==> config.mk <==
export PLATFORM = sky130hd
export DESIGN_NAME = postfix_stack_calculator
export DESIGN_NICKNAME = d
export VERILOG_FILES = /design/src/rtl/pscalc_pkg.sv /design/src/rtl/pscalc_ram.sv /design/src/rtl/pscalc_div.sv /design/src/rtl/pscalc_ctrl.sv /design/src/rtl/pscalc_dp.sv /design/src/rtl/postfix_stack_calculator.sv
export VERILOG_INCLUDE_DIRS = /design/src /design/src/rtl
export SDC_FILE = /design/constraint.sdc
export NUM_CORES = 2
export LEC_CHECK = 0
export BUFFER_PORTS_ARGS = -buffer_cell sky130_fd_sc_hd__clkbuf_2
export CORE_MARGIN = 2
export CORE_UTILIZATION = 60
export DETAILED_ROUTE_END_ITERATION = 10
export PLACE_DENSITY = 0.76
export SLEW_MARGIN = 5
export SYNTH_ARGS = -nofsm -noshare
export SYNTH_HDL_FRONTEND = slang
export SYNTH_HIERARCHICAL = 1
export SYNTH_SLANG_ARGS = --single-unit
==> constraint.sdc <==
create_clock -name clk -period 10.8 [get_ports clk]
set_input_delay 1.08 -clock clk [delete_from_list [all_inputs] [get_ports clk]]
set_output_delay 1.08 -clock clk [all_outputs]
set_load 0.02 [all_outputs]
==> src/rtl/postfix_stack_calculator_defines.svh <==
// Assertion macros shared by the postfix stack calculator RTL.
`ifndef POSTFIX_STACK_CALCULATOR_DEFINES_SVH
`define POSTFIX_STACK_CALCULATOR_DEFINES_SVH

// Same-cycle implication, sampled on clk and ignored while reset is active.
`define PSC_ASSERT_NOW(label, ante, cons, msg) \
    label: assert property (@(posedge clk) disable iff (!rst_n) (ante) |-> (cons)) \
        else $error(msg);

// Next-cycle implication, sampled on clk and ignored while reset is active.
`define PSC_ASSERT_NEXT(label, ante, cons, msg) \
    label: assert property (@(posedge clk) disable iff (!rst_n) (ante) |=> (cons)) \
        else $error(msg);

`endif

==> src/rtl/pscalc_pkg.sv <==
// Shared types, codes and command structures for the postfix stack calculator.
`default_nettype none

package pscalc_pkg;

    localparam int DATA_W            = 32;
    localparam int OP_W              = 3;
    localparam int STAT_W            = 2;
    localparam int STACK_DEPTH_DEF   = 16;
    localparam int DIV_STEPS         = DATA_W;
    localparam int DIV_CNT_W         = $clog2(DIV_STEPS);

    typedef logic [OP_W-1:0]   op_code_t;
    typedef logic [STAT_W-1:0] stat_code_t;

    localparam op_code_t OP_PUSH = 3'd0;
    localparam op_code_t OP_ADD  = 3'd1;
    localparam op_code_t OP_SUB  = 3'd2;
    localparam op_code_t OP_NEG  = 3'd3;
    localparam op_code_t OP_MUL  = 3'd4;
    localparam op_code_t OP_DIV  = 3'd5;

    localparam stat_code_t STAT_OK      = 2'd0;
    localparam stat_code_t STAT_UNDER   = 2'd1;
    localparam stat_code_t STAT_OVER    = 2'd2;
    localparam stat_code_t STAT_DIVZERO = 2'd3;

    typedef enum logic [2:0] {
        S_IDLE,
        S_DECODE,
        S_FETCH,
        S_MUL,
        S_DIV,
        S_RESULT
    } ctrl_state_t;

    // Commands from the controller to the datapath.
    typedef struct packed {
        logic       load_in;
        logic       do_push;
        logic       do_neg;
        logic       rd_issue;
        logic       mul_start;
        logic       div_start;
        logic       pop_commit;
        logic       set_status;
        stat_code_t status_code;
        logic       out_load;
    } dp_cmd_t;

    // Status from the datapath to the controller.
    typedef struct packed {
        op_code_t op;
        logic     count_zero;
        logic     count_lt2;
        logic     count_full;
        logic     top_zero;
        logic     div_done;
    } dp_sts_t;

endpackage

`default_nettype wire

==> src/rtl/pscalc_ram.sv <==
// Generic single-write, single-read RAM with registered read data.
`default_nettype none

module pscalc_ram #(
    parameter int WIDTH = 32,
    parameter int DEPTH = 16,
    localparam int AW   = $clog2(DEPTH)
) (
    input  wire logic             clk,
    input  wire logic             wr_en,
    input  wire logic [AW-1:0]    wr_addr,
    input  wire logic [WIDTH-1:0] wr_data,
    input  wire logic             rd_en,
    input  wire logic [AW-1:0]    rd_addr,
    output logic      [WIDTH-1:0] rd_data
);

    logic [WIDTH-1:0] mem [DEPTH];

    always_ff @(posedge clk)
    begin
        if (wr_en)
        begin
            mem[wr_addr] <= wr_data;
        end
        if (rd_en)
        begin
            rd_data <= mem[rd_addr];
        end
    end

endmodule

`default_nettype wire

==> src/rtl/pscalc_div.sv <==
// Iterative signed divider, one quotient bit per cycle, truncating toward zero.
`default_nettype none

module pscalc_div
    import pscalc_pkg::*;
(
    input  wire logic              clk,
    input  wire logic              rst_n,
    input  wire logic              start,
    input  wire logic [DATA_W-1:0] dividend,
    input  wire logic [DATA_W-1:0] divisor,
    output logic                   done,
    output logic      [DATA_W-1:0] quotient
);

    logic                 busy_reg;
    logic                 done_reg;
    logic [DIV_CNT_W-1:0] cnt_reg;
    logic [DATA_W-1:0]    rem_reg;
    logic [DATA_W-1:0]    quo_reg;
    logic [DATA_W-1:0]    dmag_reg;
    logic                 qneg_reg;

    logic [DATA_W:0]      rem_shift;
    logic [DATA_W:0]      rem_diff;
    logic                 fits;
    logic [DATA_W-1:0]    rem_next;
    logic [DATA_W-1:0]    quo_next;

    always_comb
    begin
        rem_shift = {rem_reg, quo_reg[DATA_W-1]};
        rem_diff  = rem_shift - {1'b0, dmag_reg};
        fits      = (rem_shift >= {1'b0, dmag_reg});
        rem_next  = fits ? rem_diff[DATA_W-1:0] : rem_shift[DATA_W-1:0];
        quo_next  = {quo_reg[DATA_W-2:0], fits};
    end

    always_ff @(posedge clk or negedge rst_n)
    begin
        if (!rst_n)
        begin
            busy_reg <= 1'b0;
            done_reg <= 1'b0;
            cnt_reg  <= '0;
        end
        else if (start)
        begin
            busy_reg <= 1'b1;
            done_reg <= 1'b0;
            cnt_reg  <= DIV_CNT_W'(DIV_STEPS - 1);
        end
        else if (busy_reg)
        begin
            if (cnt_reg == '0)
            begin
                busy_reg <= 1'b0;
                done_reg <= 1'b1;
            end
            else
            begin
                cnt_reg <= cnt_reg - DIV_CNT_W'(1);
            end
        end
        else
        begin
            done_reg <= 1'b0;
        end
    end

    always_ff @(posedge clk)
    begin
        if (start)
        begin
            rem_reg  <= '0;
            quo_reg  <= dividend[DATA_W-1] ? (DATA_W'(0) - dividend) : dividend;
            dmag_reg <= divisor[DATA_W-1] ? (DATA_W'(0) - divisor) : divisor;
            qneg_reg <= dividend[DATA_W-1] ^ divisor[DATA_W-1];
        end
        else if (busy_reg)
        begin
            rem_reg <= rem_next;
            quo_reg <= quo_next;
        end
    end

    assign done     = done_reg;
    assign quotient = qneg_reg ? (DATA_W'(0) - quo_reg) : quo_reg;

endmodule

`default_nettype wire

==> src/rtl/pscalc_ctrl.sv <==
// Controller state machine that sequences each token through the datapath.
`default_nettype none

module pscalc_ctrl
    import pscalc_pkg::*;
(
    input  wire logic    clk,
    input  wire logic    rst_n,
    input  wire logic    in_valid,
    output logic         in_stall,
    output logic         out_valid,
    input  wire logic    out_stall,
    input  wire dp_sts_t sts,
    output dp_cmd_t      cmd
);

    ctrl_state_t state_reg;
    ctrl_state_t state_next;
    logic        out_valid_reg;
    logic        out_valid_next;
    logic        out_free;
    logic        decode_ok;

    assign out_free = !out_valid_reg || !out_stall;

    // A binary operator goes to the operand fetch only when it raises no error.
    always_comb
    begin
        decode_ok = !sts.count_lt2 && !((sts.op == OP_DIV) && sts.top_zero);
    end

    always_comb
    begin
        state_next = state_reg;
        unique case (state_reg)
            S_IDLE:
            begin
                if (in_valid)
                begin
                    state_next = S_DECODE;
                end
            end
            S_DECODE:
            begin
                unique case (sts.op) inside
                    OP_ADD, OP_SUB, OP_MUL, OP_DIV:
                        state_next = decode_ok ? S_FETCH : S_RESULT;
                    default:
                        state_next = S_RESULT;
                endcase
            end
            S_FETCH:
            begin
                unique case (sts.op) inside
                    OP_MUL:  state_next = S_MUL;
                    OP_DIV:  state_next = S_DIV;
                    default: state_next = S_RESULT;
                endcase
            end
            S_MUL:
            begin
                state_next = S_RESULT;
            end
            S_DIV:
            begin
                if (sts.div_done)
                begin
                    state_next = S_RESULT;
                end
            end
            S_RESULT:
            begin
                if (out_free)
                begin
                    state_next = S_IDLE;
                end
            end
            default:
            begin
                state_next = S_IDLE;
            end
        endcase
    end

    always_comb
    begin
        cmd = '0;
        unique case (state_reg)
            S_IDLE:
            begin
                cmd.load_in = in_valid;
            end
            S_DECODE:
            begin
                unique case (sts.op) inside
                    OP_PUSH:
                    begin
                        if (sts.count_full)
                        begin
                            cmd.set_status  = 1'b1;
                            cmd.status_code = STAT_OVER;
                        end
                        else
                        begin
                            cmd.do_push = 1'b1;
                        end
                    end
                    OP_NEG:
                    begin
                        if (sts.count_zero)
                        begin
                            cmd.set_status  = 1'b1;
                            cmd.status_code = STAT_UNDER;
                        end
                        else
                        begin
                            cmd.do_neg = 1'b1;
                        end
                    end
                    OP_ADD, OP_SUB, OP_MUL, OP_DIV:
                    begin
                        if (sts.count_lt2)
                        begin
                            cmd.set_status  = 1'b1;
                            cmd.status_code = STAT_UNDER;
                        end
                        else if ((sts.op == OP_DIV) && sts.top_zero)
                        begin
                            cmd.set_status  = 1'b1;
                            cmd.status_code = STAT_DIVZERO;
                        end
                        else
                        begin
                            cmd.rd_issue = 1'b1;
                        end
                    end
                    default:
                    begin
                        cmd.set_status = 1'b0;
                    end
                endcase
            end
            S_FETCH:
            begin
                unique case (sts.op) inside
                    OP_MUL:  cmd.mul_start  = 1'b1;
                    OP_DIV:  cmd.div_start  = 1'b1;
                    default: cmd.pop_commit = 1'b1;
                endcase
            end
            S_MUL:
            begin
                cmd.pop_commit = 1'b1;
            end
            S_DIV:
            begin
                cmd.pop_commit = sts.div_done;
            end
            S_RESULT:
            begin
                cmd.out_load = out_free;
            end
            default:
            begin
                cmd.out_load = 1'b0;
            end
        endcase
    end

    always_comb
    begin
        if (cmd.out_load)
        begin
            out_valid_next = 1'b1;
        end
        else if (out_stall)
        begin
            out_valid_next = out_valid_reg;
        end
        else
        begin
            out_valid_next = 1'b0;
        end
    end

    always_ff @(posedge clk or negedge rst_n)
    begin
        if (!rst_n)
        begin
            state_reg     <= S_IDLE;
            out_valid_reg <= 1'b0;
        end
        else
        begin
            state_reg     <= state_next;
            out_valid_reg <= out_valid_next;
        end
    end

    assign in_stall  = (state_reg != S_IDLE);
    assign out_valid = out_valid_reg;

endmodule

`default_nettype wire

==> src/rtl/pscalc_dp.sv <==
// Datapath: top-of-stack register, stack RAM, arithmetic units and result register.
`default_nettype none

module pscalc_dp
    import pscalc_pkg::*;
#(
    parameter int STACK_DEPTH = STACK_DEPTH_DEF
) (
    input  wire logic                     clk,
    input  wire logic                     rst_n,
    input  wire dp_cmd_t                  cmd,
    output dp_sts_t                       sts,
    input  wire logic [OP_W-1:0]          operation,
    input  wire logic signed [DATA_W-1:0] push_value,
    output logic signed [DATA_W-1:0]      top_value,
    output logic                          stack_empty,
    output logic [STAT_W-1:0]             status
);

    localparam int CW = $clog2(STACK_DEPTH + 1);
    localparam int AW = $clog2(STACK_DEPTH);

    // The top entry lives in top_reg; the entries below it live in the RAM.
    logic [CW-1:0]     count_reg;
    logic [DATA_W-1:0] top_reg;
    op_code_t          op_reg;
    logic [DATA_W-1:0] val_reg;
    stat_code_t        status_reg;
    logic [DATA_W-1:0] prod_reg;

    logic [DATA_W-1:0] out_top_reg;
    logic              out_empty_reg;
    stat_code_t        out_status_reg;

    logic [CW-1:0]     cnt_m1;
    logic [CW-1:0]     cnt_m2;
    logic [DATA_W-1:0] sec_data;
    logic [DATA_W-1:0] product;
    logic [DATA_W-1:0] div_q;
    logic              div_done;
    logic [DATA_W-1:0] pop_result;
    logic              count_zero;

    assign cnt_m1     = count_reg - CW'(1);
    assign cnt_m2     = count_reg - CW'(2);
    assign count_zero = (count_reg == '0);

    pscalc_ram #(
        .WIDTH (DATA_W),
        .DEPTH (STACK_DEPTH)
    ) u_stack_ram (
        .clk     (clk),
        .wr_en   (cmd.do_push && !count_zero),
        .wr_addr (cnt_m1[AW-1:0]),
        .wr_data (top_reg),
        .rd_en   (cmd.rd_issue),
        .rd_addr (cnt_m2[AW-1:0]),
        .rd_data (sec_data)
    );

    pscalc_div u_div (
        .clk      (clk),
        .rst_n    (rst_n),
        .start    (cmd.div_start),
        .dividend (sec_data),
        .divisor  (top_reg),
        .done     (div_done),
        .quotient (div_q)
    );

    assign product = sec_data * top_reg;

    always_comb
    begin
        case (op_reg)
            OP_ADD:  pop_result = sec_data + top_reg;
            OP_SUB:  pop_result = sec_data - top_reg;
            OP_MUL:  pop_result = prod_reg;
            default: pop_result = div_q;
        endcase
    end

    always_ff @(posedge clk or negedge rst_n)
    begin
        if (!rst_n)
        begin
            count_reg <= '0;
        end
        else if (cmd.do_push)
        begin
            count_reg <= count_reg + CW'(1);
        end
        else if (cmd.pop_commit)
        begin
            count_reg <= cnt_m1;
        end
    end

    always_ff @(posedge clk)
    begin
        if (cmd.load_in)
        begin
            op_reg     <= operation;
            val_reg    <= $unsigned(push_value);
            status_reg <= STAT_OK;
        end
        else if (cmd.set_status)
        begin
            status_reg <= cmd.status_code;
        end

        if (cmd.do_push)
        begin
            top_reg <= val_reg;
        end
        else if (cmd.do_neg)
        begin
            top_reg <= DATA_W'(0) - top_reg;
        end
        else if (cmd.pop_commit)
        begin
            top_reg <= pop_result;
        end

        if (cmd.mul_start)
        begin
            prod_reg <= product;
        end

        if (cmd.out_load)
        begin
            out_top_reg    <= count_zero ? '0 : top_reg;
            out_empty_reg  <= count_zero;
            out_status_reg <= status_reg;
        end
    end

    always_comb
    begin
        sts.op         = op_reg;
        sts.count_zero = count_zero;
        sts.count_lt2  = (count_reg < CW'(2));
        sts.count_full = (count_reg == CW'(STACK_DEPTH));
        sts.top_zero   = (top_reg == '0);
        sts.div_done   = div_done;
    end

    assign top_value   = $signed(out_top_reg);
    assign stack_empty = out_empty_reg;
    assign status      = out_status_reg;

endmodule

`default_nettype wire

==> src/rtl/postfix_stack_calculator.sv <==
// Top level of the reverse-Polish integer stack calculator.
//
// Usage: each input item on in_valid/in_stall is one token: operation selects push, add,
// subtract, negate, multiply or divide, and push_value is the operand of a push. Every
// accepted item gives exactly one result item on out_valid/out_stall with the new top of
// the stack (zero when empty), an empty flag and a status (ok, underflow, overflow or
// divide by zero). A token that raises an error leaves the stack untouched.
// The block works on one item at a time. Divide uses the shift-subtract divider, which
// retires one quotient bit per cycle. A new item is taken in the cycle after its
// predecessor's result is loaded into the output register, so results and new items
// overlap.
// Reset clears the entry count, the controller and the output valid; the stack RAM is not
// cleared and needs no clearing pass, since no entry is read before it is written.
// While the receiver stalls, the result stays in the output register; the block still
// accepts one more item and holds its result internally until the register frees up.
`default_nettype none
`include "postfix_stack_calculator_defines.svh"

module postfix_stack_calculator
    import pscalc_pkg::*;
#(
    parameter int STACK_DEPTH = STACK_DEPTH_DEF
) (
    input  wire logic                     clk,
    input  wire logic                     rst_n,
    input  wire logic                     in_valid,
    output logic                          in_stall,
    input  wire logic [OP_W-1:0]          operation,
    input  wire logic signed [DATA_W-1:0] push_value,
    output logic                          out_valid,
    input  wire logic                     out_stall,
    output logic signed [DATA_W-1:0]      top_value,
    output logic                          stack_empty,
    output logic [STAT_W-1:0]             status
);

    // The controller and datapath talk only through these two bundles.
    dp_cmd_t cmd;
    dp_sts_t sts;

    pscalc_ctrl u_ctrl (
        .clk       (clk),
        .rst_n     (rst_n),
        .in_valid  (in_valid),
        .in_stall  (in_stall),
        .out_valid (out_valid),
        .out_stall (out_stall),
        .sts       (sts),
        .cmd       (cmd)
    );

    // The datapath keeps the top entry in a register so that each binary operator
    // needs only one RAM read for the entry beneath it.
    pscalc_dp #(
        .STACK_DEPTH (STACK_DEPTH)
    ) u_dp (
        .clk         (clk),
        .rst_n       (rst_n),
        .cmd         (cmd),
        .sts         (sts),
        .operation   (operation),
        .push_value  (push_value),
        .top_value   (top_value),
        .stack_empty (stack_empty),
        .status      (status)
    );

    // Once an item is taken, the block must be busy with it on the next cycle.
    `PSC_ASSERT_NEXT(a_busy_after_accept, in_valid && !in_stall, in_stall,
        "input accepted but block did not go busy")

    // An empty stack always reports a zero top value.
    `PSC_ASSERT_NOW(a_empty_top_zero, out_valid && stack_empty, top_value == '0,
        "empty stack reported with nonzero top value")

    // Divide by zero can only be flagged with at least two entries on the stack.
    `PSC_ASSERT_NOW(a_divzero_not_empty, out_valid && (status == STAT_DIVZERO), !stack_empty,
        "divide by zero reported on an empty stack")

    // Overflow can only occur with a full, hence non-empty, stack.
    `PSC_ASSERT_NOW(a_over_not_empty, out_valid && (status == STAT_OVER), !stack_empty,
        "overflow reported on an empty stack")

endmodule

`default_nettype wire

==> reports/metrics.cfg <==
[synth]
synth_seq_cells = 793
synth_edf_count = 743
netlist_area_um2 = 52420
async_flop_share = 0.02018
synth.most_common_cell = edfxtp_1
syn_nets = 4915
synth_cells = 4267
synth_cell_type_count = 93
synthTopCellsByArea = edfxtp_1 (43%), fa_1 (16%), mux4_2 (5.5%)
yosysWarnings = 6
yosysTopAreaCell = edfxtp_1
synthTopCellsByCount = edfxtp_1 (743), inv_1 (440), fa_1 (410)
syn_area_per_cell_um2 = 12.29
ys.flop_type = edfxtp_1
synth_top_area_share = 0.4256
ys_seq_area_frac = 0.4462

[timing]
final.setup_skew_ps = 74.12
finalSetupTns_ps = 0
post-route-min-period_ps = 8534
fmax_ghz = 0.1172
hold_violations = 0
finalSetupViolCount = 0
rsz0062_at_grt = false
post-route-period-util = 0.7902
maxSlewViolCount = 0
slew_headroom = 0.09409
tightest_slew_ps = 1356

[route]
wl_per_cell_um = 26.71
via_count = 34871
dr.pass1.iters = 6
drt-total-wl_um = 147300
ant_nets = 0
drtIter0Drc = 3917
vias_per_cell = 6.322
drc = 0

[final_layout]
diodes = 0
area_delta_synth_final_pct = 8.762
drive_gt1_frac = 0.1165
largest_reg_flops = 512
nNetsFinal = 4942
largest_register = u_dp/u_stack_ram/mem
fill_cells = 6290
fin_cells = 5516
utilization = 0.6582

[critical_path]
worstSetupEndpointType = register
cp-start-kind = register
path_cells = and2_1 -> fa_1 -> fa_1 -> fa_1 -> inv_1 -> fa_1 -> inv_1 -> fa_1 -> inv_1 -> fa_1 -> inv_1 -> fa_1 -> fa_1 -> ha_1 -> a21o_1 -> a21o_1 -> a211oi_1 -> o31ai_1 -> a21oi_1 -> a21oi_1 -> o21ai_0 -> o21ai_0 -> xnor2_1
crit_path_max_fanout = 25
cp.required_ps = 11190
worstPathArrival_ps = 8930
crit_type = register to register
worst_path_dominant_cell_family = adder cells
cp_common_cell = fa_1
critPathBufInv = 4
slowest_stage = edfxtp_1
slowest_delay_ps = 1180

[clock_network]
clk_path_buf_depth = 3
cts-htree-levels = 3
clk_latency_ps = 680
root_buffer = clkbuf_16
cts_setup_buffers = 0
cts-hold-fix-buffers = 0
cts_tree = done
path_clk_slew_ps = 60
cts_made_buffers = 82
cts_resized = 0
cts_sinks = 793

[die]
core_area_um2 = 86620
ios = 76
die_y_um = 299.6
rows = 108
start_util = 0.6052
die_area_um2 = 89750
die_w_um = 299.6

[grt]
overflow = 0
grt_pass1_vias = 35780
grt_usage = 0.3342
antenna_found_initial = 4
grt_first_pass_wirelength_um = 221900
grt_max_degree = 100

[placement]
gp_congestion = 0.9554
dp_hpwl_um = 93810
port_buffers = 75
place_inst = 5365

[min_path]
hold_path_class = input pin to async pin

[status]
status = finished clean

[flow_run]
maxCapViolCount = 0

placed cells by master, fill, tap and decap left out, drive strengths merged, types with 20 or more instances in the layout:
cell    Yosys  layout
nor2      175     175
inv       441     443
xor2      100     100
nor3       31      31
or3        30      30
ha        199     199
a21oi     139     139
and2      336     336
fa        410     410
o31ai      34      34
a211oi     32      32
edfxtp    743     743
a221oi     20      20
a22oi      74      74
a21o       42      42
mux2i      30      30
xnor2     194     194
nand3      28      28
nand2b     32      32
buf        44     101
nand2     370     370
clkbuf    189     172
o21ai     103     103
dfxtp      34      34
o21a       22      22
nor2b      45      45
mux4      128     128
clkinv      1      39
final timing paths:
path / startpoint / cells after the start / end / slack, ps
max: u_dp/u_stack_ram/rd_data[11] / 23 / u_dp/prod_reg[31] / 2270
min: rst_n / 1 / u_ctrl/out_valid / 360
max reg2reg: u_dp/u_stack_ram/rd_data[11] / 23 / u_dp/prod_reg[31] / 2270
min reg2reg: u_dp/status_reg[1] / 0 / u_dp/status[1] / 460
max in group asynchronous: rst_n / 1 / u_dp/count_reg[0] / 9980
min in group clk: u_dp/status_reg[1] / 0 / u_dp/status[1] / 460
layout make-up:
class	instances	area, um^2	area share
clock buffer	97	2118	0.03715
clock inverter	54	641.9	0.01126
inverter	442	1662	0.02914
multi-input combinational	2799	26600	0.4666
sequential	793	23400	0.4104
tap	1155	1445	0.02535
timing repair buffer	176	1146	0.02010
cells by family after synthesis:
group	synth area share
fa+ha+maj	0.2041
mux	0.06244
compound gates	0.07380
buf+inv	0.04984
flops	0.4462
simple gates	0.1143
xor+xnor	0.04926
stage by stage:
step	area, um^2	setup WS [ps]	hold slack, ps
3_3_place_gp	54250	2409	439.7
2_1_floorplan	52420	3129	407.6
4_1_cts	57010	2315	361.5
6_report	57010	2266	364.6
3_5_place_dp	54250	2278	450.4
5_1_grt	57010	1870	387.8
per-layer routing:
metal / global-route usage / vias to the layer above / part of all wire
li1: - / 14873 / -
met1: 0.4409 / 17604 / 0.37
met2: 0.5310 / 1970 / 0.47
met3: 0.07357 / 424 / 0.10
met4: 0.1612 / 0 / 0.057
met5: 0 / - / 0
Power is left out: the tool's default activity adds up to more than one toggle a clock period on the data nets, which glitch-free logic cannot reach.
